$ cat src/hw/rtl/rtp_hef_pkg.sv
// ----------------------------------------------------------------------------
// RTP header extension finder package
// Transfer types, status codes, parse phases and RTP header constants.
// ----------------------------------------------------------------------------
package rtp_hef_pkg;

   typedef struct packed {
      logic [7:0] data_byte;
      logic       last;
   } req_type;

   typedef struct packed {
      logic [3:0]  status;
      logic [11:0] data_offset;
      logic [7:0]  data_length;
   } rsp_type;

   localparam logic [3:0] ST_NOT_FOUND    = 4'd0;
   localparam logic [3:0] ST_FOUND        = 4'd1;
   localparam logic [3:0] ST_ID_ZERO      = 4'd2;
   localparam logic [3:0] ST_SHORT_HDR    = 4'd3;
   localparam logic [3:0] ST_BAD_VERSION  = 4'd4;
   localparam logic [3:0] ST_EXT_HDR_CUT  = 4'd5;
   localparam logic [3:0] ST_PAYLOAD_CUT  = 4'd6;
   localparam logic [3:0] ST_ID15         = 4'd7;
   localparam logic [3:0] ST_ONE_ELEM_CUT = 4'd8;
   localparam logic [3:0] ST_TWO_LEN_CUT  = 4'd9;
   localparam logic [3:0] ST_TWO_ELEM_CUT = 4'd10;
   localparam logic [3:0] ST_TOO_LONG     = 4'd11;

   typedef enum logic [6:0] {
      PH_HEAD     = 7'b0000001,
      PH_ONE_HDR  = 7'b0000010,
      PH_ONE_SKIP = 7'b0000100,
      PH_TWO_ID   = 7'b0001000,
      PH_TWO_LEN  = 7'b0010000,
      PH_TWO_SKIP = 7'b0100000,
      PH_DONE     = 7'b1000000
   } phase_type;

   // payload end reaches 12 + 60 + 4 + 4 * 65535
   localparam int unsigned PEND_W = 19;

   localparam logic [15:0] PROFILE_ONE_BYTE = 16'hBEDE;
   localparam logic [15:0] PROFILE_TWO_MASK = 16'hFFF0;
   localparam logic [15:0] PROFILE_TWO_BYTE = 16'h1000;
   localparam logic [3:0]  ID_RESERVED      = 4'hF;
   localparam logic [1:0]  RTP_VERSION      = 2'd2;
   localparam logic [6:0]  FIXED_HDR_BYTES  = 7'd12;

endpackage

$ cat src/hw/rtl/rtp_header_extension_finder.sv
// ----------------------------------------------------------------------------
// RTP header extension finder
// Parses an RTP packet byte by byte and reports the first header extension
// element (one-byte or two-byte form) carrying the configured id.
// ----------------------------------------------------------------------------
//  channel | ports                               | dir | carries
//  req     | req_valid req_ready req_payload     | in  | packet byte + last flag
//  rsp     | rsp_valid rsp_ready rsp_payload     | out | status, offset, length
//  csr     | csr_valid csr_ready csr_data        | in  | target id
//
//  One byte per cycle while no last byte is held back by a waiting result; a
//  byte is registered in the input register while the parse logic works on it,
//  and the result register is loaded as a last byte leaves that register.
//  One result per packet, loaded on the last byte.
//  Synchronous reset clears the parser and sets the target id to 1.
//  A result waiting in the output register holds back only a following last
//  byte; other bytes keep flowing.
// ----------------------------------------------------------------------------
module rtp_header_extension_finder #(
   parameter int unsigned MAX_PACKET_BYTES = 4096
) (
   input  logic                 clock,
   input  logic                 reset,
   input  logic                 req_valid,
   output logic                 req_ready,
   input  rtp_hef_pkg::req_type req_payload,
   output logic                 rsp_valid,
   input  logic                 rsp_ready,
   output rtp_hef_pkg::rsp_type rsp_payload,
   input  logic                 csr_valid,
   output logic                 csr_ready,
   input  logic [7:0]           csr_data
);
   import rtp_hef_pkg::*;

   localparam int unsigned POS_W = $clog2(MAX_PACKET_BYTES + 2);
   localparam logic [POS_W-1:0] MAX_POS = POS_W'(MAX_PACKET_BYTES);

   logic              in_valid_ff, in_valid_in;
   req_type           in_data_ff;
   logic              rsp_valid_ff, rsp_valid_in;
   rsp_type           rsp_data_ff, rsp_data_in;
   logic [7:0]        target_ff, target_in;

   phase_type         phase_ff, phase_in;
   logic [POS_W-1:0]  pos_ff, pos_in;
   logic [7:0]        first_ff, first_in;
   logic [15:0]       profile_ff, profile_in;
   logic [15:0]       length_ff, length_in;
   logic [PEND_W-1:0] pay_end_ff, pay_end_in;
   logic [7:0]        rem_ff, rem_in;
   logic [7:0]        id_ff, id_in;
   logic [11:0]       foff_ff, foff_in;
   logic [7:0]        flen_ff, flen_in;
   logic [3:0]        pstat_ff, pstat_in;

   logic              advance;
   logic              req_accept;
   logic [7:0]        b;
   logic [PEND_W-1:0] p_ext;
   logic [PEND_W-1:0] ext_off;
   logic [PEND_W-1:0] len_ext;
   logic [PEND_W-1:0] end_one;
   logic [PEND_W-1:0] end_two;
   logic [4:0]        size_one;
   logic              usable;
   logic [3:0]        status;

   // the input stage drains unless it holds a last byte and the result slot is full
   assign advance    = in_valid_ff && (!in_data_ff.last || !rsp_valid_ff || rsp_ready);
   assign req_ready  = !in_valid_ff || advance;
   assign req_accept = req_valid && req_ready;
   assign csr_ready  = 1'b1;

   assign rsp_valid   = rsp_valid_ff;
   assign rsp_payload = rsp_data_ff;

   always_comb begin
      target_in = (csr_valid && csr_ready) ? csr_data : target_ff;
      in_valid_in = req_accept ? 1'b1 : (advance ? 1'b0 : in_valid_ff);
   end

   always_comb begin
      b        = in_data_ff.data_byte;
      p_ext    = PEND_W'(pos_ff);
      phase_in = phase_ff;
      pos_in   = (pos_ff <= MAX_POS) ? pos_ff + POS_W'(1) : pos_ff;
      first_in   = (pos_ff == '0) ? b : first_ff;
      profile_in = profile_ff;
      length_in  = length_ff;
      pay_end_in = pay_end_ff;
      rem_in     = rem_ff;
      id_in      = id_ff;
      foff_in    = foff_ff;
      flen_in    = flen_ff;
      pstat_in   = pstat_ff;
      ext_off  = PEND_W'(FIXED_HDR_BYTES) + PEND_W'({first_in[3:0], 2'b00});
      usable   = (first_in[7:6] == RTP_VERSION) && first_in[4];
      size_one = {1'b0, b[3:0]} + 5'd1;
      end_one  = p_ext + PEND_W'(1) + PEND_W'(size_one);
      end_two  = p_ext + PEND_W'(1) + PEND_W'(b);

      priority if (phase_ff == PH_HEAD) begin
         priority if (p_ext == PEND_W'(11) && !usable) begin
            phase_in = PH_DONE;
         end else if (p_ext >= ext_off && p_ext <= ext_off + PEND_W'(3)) begin
            if (p_ext < ext_off + PEND_W'(2)) begin
               profile_in = {profile_ff[7:0], b};
            end else begin
               length_in = {length_ff[7:0], b};
               if (p_ext == ext_off + PEND_W'(3)) begin
                  pay_end_in = ext_off + PEND_W'(4) + PEND_W'({length_in, 2'b00});
                  priority if (length_in == '0) begin
                     phase_in = PH_DONE;
                  end else if (profile_ff == PROFILE_ONE_BYTE) begin
                     phase_in = (target_ff >= 8'd15) ? PH_DONE : PH_ONE_HDR;
                  end else if ((profile_ff & PROFILE_TWO_MASK) == PROFILE_TWO_BYTE) begin
                     phase_in = PH_TWO_ID;
                  end else begin
                     phase_in = PH_DONE;
                  end
               end
            end
         end else begin
         end
      end else if (phase_ff != PH_DONE) begin
         if (p_ext >= pay_end_ff) begin
            phase_in = PH_DONE;
         end else begin
            unique case (phase_ff)
               PH_ONE_HDR: begin
                  if (b != 8'd0) begin
                     id_in = {4'b0000, b[7:4]};
                     priority if (b[7:4] == ID_RESERVED) begin
                        pstat_in = ST_ID15;
                        foff_in  = '0;
                        flen_in  = '0;
                        phase_in = PH_DONE;
                     end else if (end_one > pay_end_ff) begin
                        pstat_in = ST_ONE_ELEM_CUT;
                        foff_in  = '0;
                        flen_in  = '0;
                        phase_in = PH_DONE;
                     end else if (id_in == target_ff) begin
                        pstat_in = ST_FOUND;
                        foff_in  = p_ext[11:0] + 12'd1;
                        flen_in  = 8'(size_one);
                        phase_in = PH_DONE;
                     end else begin
                        rem_in   = 8'(size_one);
                        phase_in = PH_ONE_SKIP;
                     end
                  end
               end
               PH_ONE_SKIP, PH_TWO_SKIP: begin
                  rem_in = rem_ff - 8'd1;
                  if (rem_in == 8'd0) begin
                     phase_in = (phase_ff == PH_ONE_SKIP) ? PH_ONE_HDR : PH_TWO_ID;
                  end
               end
               PH_TWO_ID: begin
                  if (b != 8'd0) begin
                     if (p_ext + PEND_W'(1) >= pay_end_ff) begin
                        pstat_in = ST_TWO_LEN_CUT;
                        foff_in  = '0;
                        flen_in  = '0;
                        phase_in = PH_DONE;
                     end else begin
                        id_in    = b;
                        phase_in = PH_TWO_LEN;
                     end
                  end
               end
               PH_TWO_LEN: begin
                  priority if (end_two > pay_end_ff) begin
                     pstat_in = ST_TWO_ELEM_CUT;
                     foff_in  = '0;
                     flen_in  = '0;
                     phase_in = PH_DONE;
                  end else if (id_ff == target_ff) begin
                     pstat_in = ST_FOUND;
                     foff_in  = p_ext[11:0] + 12'd1;
                     flen_in  = b;
                     phase_in = PH_DONE;
                  end else if (b == 8'd0) begin
                     phase_in = PH_TWO_ID;
                  end else begin
                     rem_in   = b;
                     phase_in = PH_TWO_SKIP;
                  end
               end
               default: begin
               end
            endcase
         end
      end else begin
      end

      // status as seen with this byte included
      len_ext = PEND_W'(pos_in);
      priority if (target_ff == 8'd0) begin
         status = ST_ID_ZERO;
      end else if (pos_in > MAX_POS) begin
         status = ST_TOO_LONG;
      end else if (pos_in < POS_W'(12)) begin
         status = ST_SHORT_HDR;
      end else if (first_in[7:6] != RTP_VERSION) begin
         status = ST_BAD_VERSION;
      end else if (!first_in[4]) begin
         status = ST_NOT_FOUND;
      end else if (len_ext < ext_off + PEND_W'(4)) begin
         status = ST_EXT_HDR_CUT;
      end else if (len_ext < pay_end_in) begin
         status = ST_PAYLOAD_CUT;
      end else begin
         status = pstat_in;
      end

      rsp_data_in.status      = status;
      rsp_data_in.data_offset = (status == ST_FOUND) ? foff_in : '0;
      rsp_data_in.data_length = (status == ST_FOUND) ? flen_in : '0;

      priority if (!advance) begin
         phase_in   = phase_ff;
         pos_in     = pos_ff;
         first_in   = first_ff;
         profile_in = profile_ff;
         length_in  = length_ff;
         pay_end_in = pay_end_ff;
         rem_in     = rem_ff;
         id_in      = id_ff;
         foff_in    = foff_ff;
         flen_in    = flen_ff;
         pstat_in   = pstat_ff;
      end else if (in_data_ff.last) begin
         phase_in   = PH_HEAD;
         pos_in     = '0;
         first_in   = '0;
         profile_in = '0;
         length_in  = '0;
         pay_end_in = '0;
         rem_in     = '0;
         id_in      = '0;
         foff_in    = '0;
         flen_in    = '0;
         pstat_in   = ST_NOT_FOUND;
      end else begin
      end

      rsp_valid_in = (advance && in_data_ff.last) ? 1'b1 : (rsp_ready ? 1'b0 : rsp_valid_ff);
   end

   always_ff @(posedge clock) begin
      if (reset) begin
         in_valid_ff  <= 1'b0;
         rsp_valid_ff <= 1'b0;
         target_ff    <= 8'd1;
         phase_ff     <= PH_HEAD;
         pos_ff       <= '0;
         first_ff     <= '0;
         profile_ff   <= '0;
         length_ff    <= '0;
         pay_end_ff   <= '0;
         rem_ff       <= '0;
         id_ff        <= '0;
         foff_ff      <= '0;
         flen_ff      <= '0;
         pstat_ff     <= ST_NOT_FOUND;
      end else begin
         in_valid_ff  <= in_valid_in;
         rsp_valid_ff <= rsp_valid_in;
         target_ff    <= target_in;
         phase_ff     <= phase_in;
         pos_ff       <= pos_in;
         first_ff     <= first_in;
         profile_ff   <= profile_in;
         length_ff    <= length_in;
         pay_end_ff   <= pay_end_in;
         rem_ff       <= rem_in;
         id_ff        <= id_in;
         foff_ff      <= foff_in;
         flen_ff      <= flen_in;
         pstat_ff     <= pstat_in;
      end
   end

   always_ff @(posedge clock) begin
      if (req_accept) begin
         in_data_ff <= req_payload;
      end
      if (advance && in_data_ff.last) begin
         rsp_data_ff <= rsp_data_in;
      end
   end

`ifndef ASSERT_OFF
   a_no_data_unless_found: assert property (@(posedge clock) disable iff (reset)
      rsp_valid && rsp_payload.status != ST_FOUND
      |-> rsp_payload.data_offset == '0 && rsp_payload.data_length == '0)
      else $error("offset or length set without a match");

   a_status_range: assert property (@(posedge clock) disable iff (reset)
      rsp_valid |-> rsp_payload.status <= ST_TOO_LONG)
      else $error("status code out of range");

   a_clear_after_last: assert property (@(posedge clock) disable iff (reset)
      advance && in_data_ff.last |=> pos_ff == '0 && phase_ff == PH_HEAD)
      else $error("packet state not cleared after last byte");

   a_pos_saturates: assert property (@(posedge clock) disable iff (reset)
      pos_ff <= MAX_POS + POS_W'(1))
      else $error("byte counter past saturation");

   a_empty_stage_ready: assert property (@(posedge clock) disable iff (reset)
      !in_valid_ff |-> req_ready)
      else $error("input stalled while empty");
`endif

endmodule

$ cat config.mk
export PLATFORM = sky130hd
export DESIGN_NAME = rtp_header_extension_finder
export DESIGN_NICKNAME = d
export VERILOG_FILES = /design/src/hw/rtl/rtp_hef_pkg.sv /design/src/hw/rtl/rtp_header_extension_finder.sv
export SDC_FILE = /design/constraint.sdc
export NUM_CORES = 1
export LEC_CHECK = 0
export BUFFER_PORTS_ARGS = -buffer_cell sky130_fd_sc_hd__buf_2
export CORE_MARGIN = 10
export CORE_UTILIZATION = 40
export CTS_BUF_LIST = sky130_fd_sc_hd__clkbuf_4 sky130_fd_sc_hd__clkbuf_8
export CTS_CLUSTER_SIZE = 30
export DETAILED_ROUTE_END_ITERATION = 7
export GPL_TIMING_DRIVEN = 0
export PLACE_DENSITY = 0.68
export SYNTH_ARGS = -nofsm -noshare
export SYNTH_HDL_FRONTEND = slang
export SYNTH_SLANG_ARGS = --single-unit
export TNS_END_PERCENT = 1
$ cat constraint.sdc
create_clock -name clock -period 6.8 [get_ports clock]
set_clock_uncertainty 0.15 [all_clocks]
set_input_delay 1.36 -clock clock [delete_from_list [all_inputs] [get_ports clock]]
set_output_delay 1.36 -clock clock [all_outputs]
set_load 0.05 [all_outputs]
# After elaboration in Yosys (flattened, before gate mapping)

Index checks and enable logic that the tools add are counted.

Bits in registers: 153
Bits of input ports: 22
Output and inout port bits: 27
Logic and storage cells: 229

Add/sub/neg operators: 12
$lt $le $gt $ge: 13
Equality and inequality tests: 36
Multiplexer cells: 114
Reduce and logical (&&, ||, !) cells: 35

Operators with widths:

| cell                                        | number |
|---|---|
| 2-to-1 mux 8 bit                            | 37 |
| 2-to-1 mux 7 bit                            | 21 |
| 2-to-1 mux 12 bit                           | 12 |
| 2-to-1 mux 19 bit                           | 6 |
| 2-to-1 mux 16 bit                           | 5 |
| 2-to-1 mux 4 bit                            | 20 |
| one-hot mux 8 bit (3 select lines)          | 2 |
| greater-than comparator 19 bit              | 2 |
| one-hot mux 12 bit (3 select lines)         | 1 |
| one-hot mux 7 bit (4 select lines)          | 1 |
| != test 3 bit, second input constant        | 9 |
| < comparator 13 x 8 -> 1 bit                | 2 |
| 2-to-1 mux 13 bit                           | 2 |
| logical NOT 8 bit                           | 3 |
| adder 19 x 5 -> 19 bit                      | 1 |
| adder 19 x 8 -> 19 bit                      | 1 |
| adder 8 x 18 -> 19 bit                      | 1 |
| >= comparator 13 x 19 -> 1 bit              | 1 |
| >= comparator 14 x 19 -> 1 bit              | 1 |
| less-or-equal comparator 13 x 19 -> 1 bit   | 1 |
| < comparator 13 x 19 -> 1 bit               | 1 |
| adder 7 x 2 -> 8 bit, second input constant | 2 |
| == test 16 bit, second input constant       | 1 |
| logical NOT 16 bit                          | 1 |
| 49 further kinds                            | 76 |

# Longest topological paths before layout

Gate-level depths: netlist (run 1).

Word-level depth: 19
Depth in mapped cells: 29
Depth with buffers taken out: 25

# Worst setup path before layout (run 1)

OpenSTA, ideal clock, no wires.

Kind: register to register
From: register pos_ff[0]
To: register rsp_payload[12] (netlist name)
Library setup time: 263 ps
Arrival time: 5,914 ps
Data required time: 6,387 ps
Setup slack: 473 ps
Cell stages (with the launch flop): 29
Path buffers: 4
Clock period less this slack: 6,327 ps
Cells stage by stage: dfxtp_1 clkbuf_1 inv_1 ha_1 nor3b_2 nand4_4 clkbuf_1 mux2i_1 nor2_1 o311ai_0 ha_1 and2_1 mux2i_2 a2111o_1 nor2_1 clkbuf_1 a21oi_1 ha_1 a21o_1 a21o_1 a2111oi_0 o21a_1 a21oi_1 o21ai_0 o41ai_2 a31o_2 nand2_1 buf_2 nor3_2

Longest elaborated chain between the ends: 19
Elaborated cells on any way between the ends: 68
Those cells by class: add/sub: 10; order compare: 12; eq/ne: 5; mux: 36; reduce/logical: 5

RTL lines:

| item                                                              | line                                                                   | source |
|---|---|---|
| from (decl)                                                       | rtp_header_extension_finder.sv:46                                      | `logic [POS_W-1:0] pos_ff, pos_in;` |
| from (signal assigned)                                            | rtp_header_extension_finder.sv:274                                     | `pos_ff <= pos_in;` |
| logical NOT 13 bit                                                | rtp_header_extension_finder.sv:88                                      | `first_in = (pos_ff == '0) ? b : first_ff;` |
| 2-to-1 mux 8 bit                                                  | rtp_header_extension_finder.sv:88                                      |  |
| adder 4 x 6 -> 7 bit                                              | rtp_header_extension_finder.sv:97                                      | `ext_off = PEND_W'(FIXED_HDR_BYTES) + PEND_W'({first_in[3:0], 2'b00});` |
| adder 7 x 3 -> 8 bit or adder 7 x 2 -> 8 bit (tied branches)      | n/a                                                                    |  |
| adder 8 x 18 -> 19 bit or == test 13 x 8 -> 1 bit (tied branches) | rtp_header_extension_finder.sv:112, rtp_header_extension_finder.sv:111 |  |
| 2-to-1 mux 19 bit                                                 | rtp_header_extension_finder.sv:111                                     | `if (p_ext == ext_off + PEND_W'(3)) begin` |
| 2-to-1 mux 19 bit                                                 | rtp_header_extension_finder.sv:107                                     | `if (p_ext < ext_off + PEND_W'(2)) begin` |
| 2-to-1 mux 19 bit                                                 | rtp_header_extension_finder.sv:106                                     | `end else if (p_ext >= ext_off && p_ext <= ext_off + PEND_W'(3)) begin` |
| (+3 left out)                                                     | n/a                                                                    |  |
| 2-to-1 mux 4 bit                                                  | rtp_header_extension_finder.sv:213                                     | `end else if (len_ext < pay_end_in) begin` |
| 2-to-1 mux 4 bit                                                  | rtp_header_extension_finder.sv:211                                     | `end else if (len_ext < ext_off + PEND_W'(4)) begin` |
| 2-to-1 mux 4 bit                                                  | rtp_header_extension_finder.sv:209                                     | `end else if (!first_in[4]) begin` |
| 2-to-1 mux 4 bit                                                  | rtp_header_extension_finder.sv:207                                     | `end else if (first_in[7:6] != RTP_VERSION) begin` |
| 2-to-1 mux 4 bit                                                  | rtp_header_extension_finder.sv:205                                     | `end else if (pos_in < POS_W'(12)) begin` |
| 2-to-1 mux 4 bit                                                  | rtp_header_extension_finder.sv:203                                     | `end else if (pos_in > MAX_POS) begin` |
| 2-to-1 mux 4 bit                                                  | rtp_header_extension_finder.sv:201                                     | `priority if (target_ff == 8'd0) begin` |
| == test 4 x 1 -> 1 bit                                            | rtp_header_extension_finder.sv:220                                     | `rsp_data_in.data_offset = (status == ST_FOUND) ? foff_in : '0;` |

Parallel ways exist; a longest one is shown, timed or not. The select of a mux whose other input is x is not followed.
A chain may end at the register's enable or synchronous reset.

# Worst setup path after layout (run 1)

From: register pos_ff[0]
To: register rsp_payload[5] (netlist name)

Longest elaborated chain between the ends: 19
Elaborated cells on any way between the ends: 65
Those cells by class: add/sub: 9; order compare: 12; eq/ne: 5; mux: 34; reduce/logical: 5

RTL lines:

| item                                                              | line                                                                   | source |
|---|---|---|
| logical NOT 13 bit                                                | rtp_header_extension_finder.sv:88                                      |  |
| 2-to-1 mux 8 bit                                                  | rtp_header_extension_finder.sv:88                                      |  |
| adder 4 x 6 -> 7 bit                                              | rtp_header_extension_finder.sv:97                                      |  |
| adder 7 x 3 -> 8 bit or adder 7 x 2 -> 8 bit (tied branches)      | n/a                                                                    |  |
| adder 8 x 18 -> 19 bit or == test 13 x 8 -> 1 bit (tied branches) | rtp_header_extension_finder.sv:112, rtp_header_extension_finder.sv:111 |  |
| 2-to-1 mux 19 bit                                                 | rtp_header_extension_finder.sv:111                                     |  |
| 2-to-1 mux 19 bit                                                 | rtp_header_extension_finder.sv:107                                     |  |
| 2-to-1 mux 19 bit                                                 | rtp_header_extension_finder.sv:106                                     |  |
| (+3 left out)                                                     | n/a                                                                    |  |
| 2-to-1 mux 4 bit                                                  | rtp_header_extension_finder.sv:213                                     |  |
| 2-to-1 mux 4 bit                                                  | rtp_header_extension_finder.sv:211                                     |  |
| 2-to-1 mux 4 bit                                                  | rtp_header_extension_finder.sv:209                                     |  |
| 2-to-1 mux 4 bit                                                  | rtp_header_extension_finder.sv:207                                     |  |
| 2-to-1 mux 4 bit                                                  | rtp_header_extension_finder.sv:205                                     |  |
| 2-to-1 mux 4 bit                                                  | rtp_header_extension_finder.sv:203                                     |  |
| 2-to-1 mux 4 bit                                                  | rtp_header_extension_finder.sv:201                                     |  |
| == test 4 x 1 -> 1 bit                                            | rtp_header_extension_finder.sv:221                                     | `rsp_data_in.data_length = (status == ST_FOUND) ? flen_in : '0;` |

Parallel ways exist; a longest one is shown, timed or not. The select of a mux whose other input is x is not followed.

==> results by group, run 1 <==
Run status
  – Status: complete, no violations

Cells and area
  – Fillers: 2,735
  – Synth-to-Final Area Change: 13.1%
  – Core Util, Final: 0.459
  – # nets final: 1,571
  – Share of layout cells above drive strength 1: 0.123
  – Antenna cells: 0

Floorplanning
  – Die ar.: 0.0354 sq mm
  – Starting Density: 0.406
  – Die H: 188 um
  – Die width: 188 um
  – Rows: 61
  – # IOs: 49
  – CORE AREA: 0.0279 sq mm

Clocking
  – CTS Sinks: 153
  – Worst-skew pair later-pin latency: 0.49 ns
  – Root Driver: clkbuf_8
  – CTS tree: built
  – CTS Buf Count: 17
  – Htree depth: 4
  – Post-CTS Hold Buffers: 0
  – CTS max path bufs: 2
  – Clock-pin slew on the worst setup and hold paths: 0.11 ns

Synth
  – Post-synthesis adder-cell area fraction: 0.119
  – Synthesized instance count: 1,364
  – Cell area after synthesis: 0.0113 sq mm
  – Synth warn: 0
  – Netlist cell types: 82
  – Sequential-to-total area share from yosys stat: 0.300
  – Area leader, netlist: dfxtp_1
  – Post-synthesis simple-gate area fraction: 0.231
  – Largest family of logic cells by synthesized area: simple AND/OR/NAND/NOR gates
  – Seq cells post-synth: 153
  – Synth top area share: 0.212
  – Top_reg_cell synth: dfxtp_1
  – Post-synth EDFFs: 33
  – Area contributors post-synth: dfxtp_1, ha_1, edfxtp_1
  – Mux contribution to synthesized area: 0.0202
  – Post-synthesis xor/xnor area fraction: 0.0612
  – Compound-Gate Fraction of Synth Area: 0.221
  – Mean Syn Cell Area: 8.29 sq um
  – Asr flop ratio synth: 0

Worst setup path
  – Crit path launch type: flip-flop
  – Crit-path max cell delay: 0.40 ns
  – Critical path arrival: 6.63 ns
  – R2r endpoint: rsp_payload[5]
  – Slowest CP cell: a2111oi_2
  – Reg-to-Reg Start: pos_ff[0]
  – CP Class: reg2reg
  – Crit path max fanout: 10
  – CP endpoint kind: flip-flop
  – R2r worst-path depth: 29
  – Worst EP required: 6.87 ns
  – R2R Setup Slk: 0.25 ns

Timing
  – Count of pins over their slew limit: 0
  – RSZ-0062 raised after global routing: true
  – Tcrit/Tclk final: 0.963
  – Final setup viols: 0
  – Fmax achieved: 153 MHz
  – Fin. Hold Viols: 0
  – Crit path time final: 6.55 ns
  – Fin Hold WS: 0.330 ns
  – Post-route setup TNS: 0 ns
  – Setup slack after layout: 0.249 ns
  – Tightest Pin Transition: 1.19 ns
  – Max-slew headroom: 0.204

Placement
  – Post-place setup slack: -1.40 ns
  – Hpwl dp: 29.3 mm
  – Placer Congestion: 0.968
  – Buffers on Ports: 46

Detailed routing
  – Drt first pass iters: 6
  – Detailed Route Iter0 Violations: 1,124
  – Number of vias per cell: 6.09
  – DRC: 0
  – ANT nets after route: 0
  – DR vias: 11,165
  – Routed wire length: 38.5 mm
  – Routed length per instance: 21.0 um

Global routing
  – Grt total ovfl: 0
  – Initial antenna violation count: 0
  – First-pass GRT wire length: 59.5 mm
  – Vias in the first global route: 10,551
  – Pin count of the biggest net entering global routing: 27
  – Total track usage: 0.210

Pwr
  – Power Dens Cells: 158 mW/mm^2
  – Leakage: 5.05 nW
  – Sw frac: 0.340
  – Tot Pwr: 2.02 mW
  – Peak VDD IR: 163 uV
  – Combinational share of power: 0.150
  – Clock power frac: 0.376
  – Int Pwr: 1.33 mW
  – Sw Pwr: 0.686 mW
  – Seq pwr share: 0.474

Min path
  – Worst hold endpoint: pay_end_ff[18]
  – WHS Path Cells: 2
  – Hold Crit Start: pay_end_ff[18]
  – Worst hold-check path type: reg2reg

Job
  – Max Cap Viol: 0
[cells in the mapped netlist (17+ instances only)]
cell and number:
a21o_1 18, a21oi_1 98, a22o_1 22, a22oi_1 64, clkbuf_1 61, dfxtp_1 120, edfxtp_1 33, ha_1 103
inv_1 56, mux2i_1 17, nand2_1 101, nand3_1 40, nand4_1 19, nor2_1 152, nor2b_1 20, nor3_1 21
nor4_1 19, o21ai_0 42, or3_1 30, xnor2_1 45, xor2_1 34
[timing repair]
item / 4_1_cts / 5_1_grt
resized for setup: 29 / 36
pin swaps: 2 / 8
setup endpoints to repair: 44 / 49
hold endpoints to repair: 0 / 0
setup buffers: 4 / 7
[how the worst max path moves through the flow]
stage / start / to / slack (ns) / cells past startpoint
4_1_cts: pos_ff[0] / rsp_payload[0] / 0.02 / 29
2_1_floorplan: pos_ff[0] / rsp_payload[12] / 0.47 / 28
3_3_place_gp: pos_ff[0] / rsp_payload[0] / -1.29 / 28
5_1_grt: pos_ff[1] / rsp_payload[18] / -0.11 / 23
3_5_place_dp: pos_ff[0] / rsp_payload[0] / -1.40 / 28
6_report: pos_ff[0] / rsp_payload[5] / 0.25 / 29
[placed cells by master, fill, tap and decap left out, types with 11 or more instances in the layout]
cell type    n
mux2i_1     14
ha_1       102
nand4_1     19
a22o_1      22
buf_4       14
nand2_1    101
nor3_2      16
a22oi_1     64
a21o_1      18
nand2b_1    13
nand3_1     39
edfxtp_1    33
a31oi_1     11
a21oi_1     96
dfxtp_1    120
nor2b_1     20
nor3_1      19
nor2_1     150
and3_1      14
xnor2_1     42
o21a_1      12
o211ai_1    11
buf_2       51
a211oi_1    11
xor2_1      31
o21ai_0     40
clkbuf_1    50
nor4_1      18
clkbuf_8    18
inv_1       55
or3_1       30
[worst max-delay path, delay by kind of cell, from the launching register on]
| family | cells | cell delay, ns |
|---|---|---|
| adders and majority gates | 3 | 0.79 |
| muxes | 2 | 0.53 |
| and+or+nand+nor | 7 | 1.04 |
| DFF | 1 | 0.36 |
| AOI/OAI and AO/OA | 11 | 2.26 |
| buffers and inverters | 6 | 1.15 |
[flip-flops by register name (all words and copies together) (netlist names)]
signal / count
target_ff: 8
first_ff: 7
rem_ff: 8
rsp_payload: 24
in_valid_ff: 1
b: 8
length_ff: 8
pay_end_ff: 19
rsp_valid: 1
pos_ff: 13
in_data_ff: 1
id_ff: 8
profile_ff: 16
foff_ff: 12
pstat_ff: 4
phase_ff: 7
flen_ff: 8
[power by group through the flow]
stage / registers [mW] / clock network, mW / logic [mW]
after CTS: 0.956 / 0.759 / 0.283
after global routing: 0.958 / 0.797 / 0.326
after global placement: 0.976 / 0 / 0.271
after floorplan: 0.977 / 0 / 0.185
final: 0.957 / 0.759 / 0.304
after detailed placement: 0.976 / 0 / 0.276
[metrics by stage]
step | instance area [sq um] | instances
5_1_grt | 12800 | 1834
2_1_floorplan | 11300 | 1367
3_3_place_gp | 12000 | 1791
6_report | 12800 | 1834
4_1_cts | 12600 | 1827
3_5_place_dp | 12000 | 1791
[per-layer routing]
metal  track usage  vias to the layer above  share of wire
met5             0                        -              0
met4        0.0806                        0          0.036
met3        0.0458                       96           0.10
met2         0.330                      606           0.44
met1         0.277                     5297           0.42
li1              -                     5166              -
[logic make-up (layout without fill, tap and decap cells)]
group,Yosys count,in the layout
buffers and inverters,133,222
adder cells (fa/ha/maj),106,106
AO/OA/AOI/OAI,367,367
AND/OR/NAND/NOR,503,503
flip-flops,153,153
other,2,5
multiplexers,21,21
XOR/XNOR,79,79
[layout make-up]
class / count / area (sq um) / share of cell area
tap: 378 / 473 / 0.0370
buffer: 76 / 362 / 0.0283
inverter: 57 / 218 / 0.0170
multi-input combinational: 1081 / 7610 / 0.595
clock buffer: 17 / 234 / 0.0183
clock inverter: 15 / 196 / 0.0154
sequential: 153 / 3390 / 0.265
timing repair buffer: 57 / 313 / 0.0244
Power figures use the tool's default switching activity.
==> run 2: changes to the inputs <==
--- a/config.mk
+++ b/config.mk
@@ -5,6 +5,7 @@
 export SDC_FILE = /design/constraint.sdc
 export NUM_CORES = 1
 export LEC_CHECK = 0
+export ABC_AREA = 1
 export BUFFER_PORTS_ARGS = -buffer_cell sky130_fd_sc_hd__buf_2
 export CORE_MARGIN = 10
 export CORE_UTILIZATION = 40
==> results by group, run 2 <==
Clocking
  – Post-CTS Hold Buffers: 0 (unchanged)
  – Htree depth: 4 (unchanged)
  – Worst-skew pair later-pin latency: 0.48 ns (about the same)
  – CTS Buf Count: 17 (unchanged)
  – Clock-pin slew on the worst setup and hold paths: 0.10 ns (about the same)
  – Root Driver: clkbuf_8
  – CTS max path bufs: 2 (unchanged)
  – CTS tree: built
  – CTS Sinks: 153 (unchanged)

Detailed routing
  – Routed length per instance: 18.1 um (-14%)
  – Routed wire length: 38.7 mm (+0.59%)
  – Drt first pass iters: 8 (+2)
  – ANT nets after route: 0 (unchanged)
  – DRC: 2 (+2)
  – DR vias: 11,902 (+6.6%)
  – Detailed Route Iter0 Violations: 1,409 (+25%)
  – Number of vias per cell: 5.56 (-8.6%)

Synth
  – Netlist cell types: 62 (-24%)
  – Asr flop ratio synth: 0 (unchanged)
  – Seq cells post-synth: 153 (unchanged)
  – Commonest cells in the netlist: nand2_1, inv_1, a21oi_1
  – Synthesized instance count: 1,670 (+22%)
  – Synth warn: 0 (unchanged)
  – Post-synth EDFFs: 33 (unchanged)
  – Cell area after synthesis: 0.0117 sq mm (+3.1%)
  – Mean Syn Cell Area: 6.98 sq um (-16%)
  – Top_reg_cell synth: dfxtp_1
  – Most common cell in the netlist: nand2_1
  – Synth top area share: 0.206 (-0.00640)
  – Area contributors post-synth: dfxtp_1, ha_1, nand2_1
  – Sequential-to-total area share from yosys stat: 0.291 (-0.00904)
  – Area leader, netlist: dfxtp_1

Timing
  – Tightest Pin Transition: 1.27 ns (+0.0769 ns)
  – Crit path time final: 6.47 ns (-0.0781 ns)
  – Fmax achieved: 154 MHz (+1.2%)
  – RSZ-0062 raised after global routing: false
  – Tcrit/Tclk final: 0.952 (-0.0115)
  – Fin. Hold Viols: 0 (unchanged)
  – Final setup viols: 0 (unchanged)
  – Setup slack after layout: 0.327 ns (+0.0781 ns)
  – Max-slew headroom: 0.149 (-0.0554)
  – Count of pins over their slew limit: 0 (unchanged)
  – Post-route setup TNS: 0 ns (unchanged)

Worst setup path
  – R2r endpoint: rsp_payload[14]
  – Crit path launch type: flip-flop
  – Levels on crit path: 31 (+6.9%)
  – R2r worst-path depth: 31 (+6.9%)
  – CP startpoint: pos_ff[0]
  – CP Class: reg2reg
  – Setup crit end: rsp_payload[14]
  – R2R Setup Slk: 0.33 ns (+0.08 ns)
  – Worst EP required: 6.88 ns (about the same)
  – Delay-heaviest family, CP: simple AND/OR/NAND/NOR gates
  – Crit path max fanout: 10 (unchanged)
  – Reg-to-Reg Start: pos_ff[0]
  – Most common cell on crit path: nand2_1
  – CP endpoint kind: flip-flop
  – Crit-path max cell delay: 0.50 ns (+0.10 ns)
  – Slowest CP cell: dfxtp_2
  – CP bufs+invs: 4 (-2)
  – Critical path arrival: 6.55 ns (-0.08 ns)

Cells and area
  – Largest regs: rsp_payload: 24 flops, pay_end_ff: 19 flops, profile_ff: 16 flops
  – Final instance area: 0.0129 sq mm (+1.2%)
  – Biggest register: rsp_payload
  – Commonest non-fill, non-tap cell in the layout: nand2_1
  – Antenna cells: 0 (unchanged)
  – Post-route insts no fill: 2,139 (+17%)
  – Synth-to-Final Area Change: 11.0%
  – Share of layout cells above drive strength 1: 0.0929 (-0.0301)
  – Max reg flops: 24 (unchanged)
  – # nets final: 1,870 (+19%)
  – Commonest cells after routing, fill and taps aside: nand2_1, inv_1, a21oi_1

Global routing
  – Initial antenna violation count: 0 (unchanged)
  – Pin count of the biggest net entering global routing: 28 (+3.7%)
  – Total track usage: 0.209 (-0.00102)
  – First-pass GRT wire length: 60.5 mm (+1.5%)
  – Vias in the first global route: 10,997 (+4.2%)
  – Grt total ovfl: 0 (unchanged)

Floorplanning
  – Die width: 191 um (+1.4%)
  – Die ar.: 0.0364 sq mm (+2.8%)
  – Rows: 62 (+1.6%)
  – Die H: 191 um (+1.4%)
  – # IOs: 49 (unchanged)
  – Starting Density: 0.406 (about the same)
  – CORE AREA: 0.0287 sq mm (+3.0%)

Placement
  – Buffers on Ports: 46 (unchanged)
  – Placed cell count: 2,103 (+17%)
  – Post-place setup slack: 0.0237 ns (+1.42 ns)
  – Placer Congestion: 0.966 (-0.14%)
  – Hpwl dp: 29.9 mm (+2.1%)
  – DP Area: 0.0124 sq mm (+3.0%)

Pwr
  – Leakage: 5.38 nW (+6.5%)
  – Peak VDD IR: 114 uV (-30%)
  – Power Dens Cells: 168 mW/mm^2 (+6.3%)
  – Tot Pwr: 2.17 mW (+7.6%)

Min path
  – Worst hold-check path type: reg2reg
  – Hold Crit Start: profile_ff[14]

Run status
  – Status: complete, but fails checks
  – Failing checks: DRC

Job
  – Max Cap Viol: 0 (unchanged)
==> run 2: cell count changes after synthesis, sizes merged, moves of 30 or more <==
cell / previous run / this run
a21oi: 98 / 165
a22oi: 64 / 2
inv: 56 / 210
nand2: 101 / 364
o21ai: 46 / 123
or3: 30 / 0
==> run 2: how the worst min path moves through the flow <==
stage	depth (start not counted)	end	slack (ns)
6_report	2	profile_ff[14]	0.32
5_1_grt	2	first_ff[4]	0.34
4_1_cts	2	profile_ff[10]	0.32
3_5_place_dp	2	profile_ff[10]	0.30
3_3_place_gp	2	profile_ff[14]	0.30
2_1_floorplan	2	profile_ff[14]	0.29
==> run 2: what timing repair did <==
| item | CTS | global route |
|---|---|---|
| gates resized for setup | 0 | 7 |
| setup buffers | 0 | 3 |
| endpoints found under the setup margin | 0 | 38 |
==> run 2: report_power, final <==
group / internal [mW] / leakage [nW] / switching, mW
Clock: 0.427 / 0.239 / 0.424
Sequential: 0.946 / 1.29 / 0.0242
Combinational: 0.111 / 3.86 / 0.240
==> run 2: layout make-up <==
| class | instances | area (sq um) |
|---|---|---|
| Clock inverter | 14 | 233 |
| Inverter | 214 | 806 |
| Clock buffer | 18 | 248 |
| Tap cell | 384 | 480 |
| Sequential cell | 153 | 3390 |
| Buffer | 60 | 272 |
| Timing Repair Buffer | 50 | 280 |
| Multi-Input combinational cell | 1246 | 7230 |
| Fill cell | 2969 | 15800 |
==> run 2: metal layers <==
metal | share of wire | vias to the layer above | GRT usage
met3 | 0.076 | 73 | 0.0241
met4 | 0.028 | 0 | 0.0712
met5 | 0 | - | 0
li1 | - | 5772 | -
met2 | 0.46 | 479 | 0.334
met1 | 0.44 | 5578 | 0.287
==> run 2: stage by stage <==
| step | hold slack (ns) | util |
|---|---|---|
| after floorplan | 0.291 | - |
| after global placement | 0.300 | 0.432 |
| after detailed placement | 0.303 | 0.432 |
| after CTS | 0.317 | 0.448 |
| after global routing | 0.342 | 0.451 |
| final | 0.317 | 0.451 |
==> run 2: kinds of logic after synthesis <==
| kind of cell | synth area share |
|---|---|
| adders and majority gates | 0.116 |
| and+or+nand+nor | 0.268 |
| other | 0.000644 |
| DFF | 0.291 |
| AOI/OAI and AO/OA | 0.192 |
| xor gates and xnor gates | 0.0404 |
| buffers and inverters | 0.0922 |
==> run 2: worst register-to-register path, delay by kind of cell (launching register included) <==
family / cells / cell delay (ns)
compound gates: 6 / 1.30
xor+xnor: 1 / 0.48
fa+ha+maj: 3 / 0.90
buf+inv: 4 / 0.56
flops: 1 / 0.50
simple gates: 17 / 2.31
==> run 3: changes to the inputs <==
--- a/config.mk
+++ b/config.mk
@@ -14,6 +14,7 @@
 export DETAILED_ROUTE_END_ITERATION = 7
 export GPL_TIMING_DRIVEN = 0
 export PLACE_DENSITY = 0.68
+export RECOVER_POWER = 100
 export SYNTH_ARGS = -nofsm -noshare
 export SYNTH_HDL_FRONTEND = slang
 export SYNTH_SLANG_ARGS = --single-unit
==> results by group, run 3 (synthesis gave the netlist of run 2 again) <==
Run status
  – Status: complete, but fails checks
  – Failing checks: DRC

Pwr
  – Leakage: 5.30 nW (-1.6%)
  – Clock power frac: 0.392 (about the same)
  – Power Dens Cells: 169 mW/mm^2 (+0.54%)
  – Seq pwr share: 0.448 (about the same)
  – Combinational share of power: 0.160 (-0.002)
  – Sw frac: 0.316 (-0.000466)
  – Peak VDD IR: 114 uV (about the same)
  – Sw Pwr: 0.685 mW (-0.40%)
  – Int Pwr: 1.48 mW (-0.18%)

Clocking
  – Htree depth: 4 (unchanged)
  – Root Driver: clkbuf_8
  – Clock-pin slew on the worst setup and hold paths: 0.10 ns (about the same)
  – Worst-skew pair later-pin latency: 0.48 ns (about the same)
  – CTS tree: built
  – Post-CTS Hold Buffers: 0 (unchanged)
  – CTS max path bufs: 2 (unchanged)
  – CTS Buf Count: 17 (unchanged)
  – CTS Sinks: 153 (unchanged)

Worst setup path
  – Critical path arrival: 6.51 ns (-0.04 ns)
  – Worst EP required: 6.87 ns (about the same)
  – Reg-to-Reg Start: pos_ff[0]
  – Crit path max fanout: 10 (unchanged)
  – CP endpoint kind: flip-flop
  – CP Class: reg2reg
  – Crit-path max cell delay: 0.50 ns (about the same)
  – CP startpoint: pos_ff[0]
  – Slowest CP cell: dfxtp_2
  – Crit path launch type: flip-flop
  – Most common cell on crit path: nand2_1

Placement
  – Hpwl dp: 29.9 mm (unchanged)
  – Placed cell count: 2,103 (unchanged)
  – Placer Congestion: 0.966 (unchanged)
  – Buffers on Ports: 46 (unchanged)

Global routing
  – Pin count of the biggest net entering global routing: 28 (unchanged)
  – Initial antenna violation count: 0 (unchanged)
  – Total track usage: 0.209 (unchanged)
  – Vias in the first global route: 10,997 (unchanged)
  – First-pass GRT wire length: 60.5 mm (unchanged)
  – Grt total ovfl: 0 (unchanged)

Cells and area
  – Sequential cell area: 0.00339 sq mm (unchanged)
  – Largest regs: rsp_payload: 24 flops, pay_end_ff: 19 flops, profile_ff: 16 flops
  – Max reg flops: 24 (unchanged)
  – Commonest cells after routing, fill and taps aside: nand2_1, inv_1, a21oi_1
  – Post-route insts no fill: 2,139 (unchanged)
  – Commonest non-fill, non-tap cell in the layout: nand2_1
  – # nets final: 1,870 (unchanged)
  – Synth-to-Final Area Change: 10.1%
  – Share of layout cells above drive strength 1: 0.0672 (-0.0256)
  – Biggest register: rsp_payload
  – Area of the multi-input gates: 0.00719 sq mm (-0.62%)
  – Antenna cells: 0 (unchanged)
  – Fillers: 2,988 (+0.64%)

Timing
  – RSZ-0062 raised after global routing: false
  – Fmax achieved: 155 MHz (+0.47%)
  – Max-slew headroom: 0.0344 (-0.114)
  – Tightest Pin Transition: 1.45 ns (+0.183 ns)
  – Fin. Hold Viols: 0 (unchanged)
  – Crit path time final: 6.44 ns (-0.0302 ns)
  – Post-route setup TNS: 0 ns (unchanged)
  – Count of pins over their slew limit: 0 (unchanged)
  – Final setup viols: 0 (unchanged)
  – Fin Hold WS: 0.315 ns (-0.00212 ns)
  – Tcrit/Tclk final: 0.948 (-0.00444)

Floorplanning
  – Die width: 191 um (unchanged)
  – Rows: 62 (unchanged)
  – Starting Density: 0.406 (unchanged)
  – # IOs: 49 (unchanged)
  – Die H: 191 um (unchanged)
  – CORE AREA: 0.0287 sq mm (unchanged)
  – Die ar.: 0.0364 sq mm (unchanged)

Detailed routing
  – Detailed Route Iter0 Violations: 1,405 (-0.28%)
  – Routed wire length: 38.7 mm (about the same)
  – Routed length per instance: 18.1 um (about the same)
  – Drt first pass iters: 7 (-1)
  – Number of vias per cell: 5.58 (+0.34%)
  – ANT nets after route: 0 (unchanged)
  – DRC: 2 (unchanged)
  – DR vias: 11,942 (+0.34%)

Min path
  – Hold Crit Start: profile_ff[14]
  – Worst hold-check path type: reg2reg

Job
  – Max Cap Viol: 0 (unchanged)
-- run 3: cell types whose count changed in the layout (fill, tap and decap cells not counted), moves of 5 or more --
cell,delta
clkbuf_1,+29
buf_2,-26
nor2_1,+11
nor2_2,-11
nand2_1,+5
-- run 3: power by group through the flow --
stage | Clock (mW) | Sequential (mW) | Combinational [mW]
after floorplan | 0 | 0.992 | 0.236
after global placement | 0 | 0.992 | 0.330
after detailed placement | 0 | 0.993 | 0.336
after CTS | 0.855 | 0.972 | 0.338
after global routing | 0.896 | 0.973 | 0.385
final | 0.850 | 0.971 | 0.346
-- run 3: per-stage QoR --
step	instance area, sq um	worst slack [ns]	power (mW)	utilization
global route	12800	0.0227	2.25	0.447
CTS	12900	0.0185	2.16	0.448
detailed placement	12400	0.0237	1.33	0.432
global placement	12400	0.0378	1.32	0.432
finish	12800	0.357	2.17	0.447
floorplan	11700	1.74	1.23	-
-- run 3: path summary, 6_finish.rpt --
path / to / slack [ns] / cells past startpoint
setup / recovery: rsp_payload[3] / 0.36 / 31
hold / removal: profile_ff[14] / 0.31 / 2
setup reg to reg: rsp_payload[3] / 0.36 / 31
hold reg to reg: profile_ff[14] / 0.31 / 2
-- run 3: layer usage --
metal	vias up	routed length (um)	track usage
met5	-	0	0
met2	510	17700	0.334
met3	73	2990	0.0241
met4	0	1060	0.0712
met1	5593	17000	0.287
li1	5766	-	-
-- run 3: worst max-delay path, delay by kind of cell (launching register included) --
family	cells	cell delay [ns]
XOR/XNOR	1	0.47
buffers and inverters	4	0.54
AO/OA/AOI/OAI	6	1.32
adder cells (fa/ha/maj)	3	0.90
AND/OR/NAND/NOR	17	2.29
flip-flops	1	0.50
-- run 3: layout make-up --
cell class              count  area share
multi-input cells        1246       0.560
flip-flops and latches    153       0.264
inverters                 214      0.0627
well taps                 384      0.0374
plain buffers              60      0.0211
clock buffers              18      0.0193
clock inverters            14      0.0181
repair buffers             50      0.0174
-- run 3: what timing repair did --
action | in CTS | in global routing
resized for setup | 0 | 7
setup buffers | 0 | 3
endpoints found under the setup margin | 0 | 38
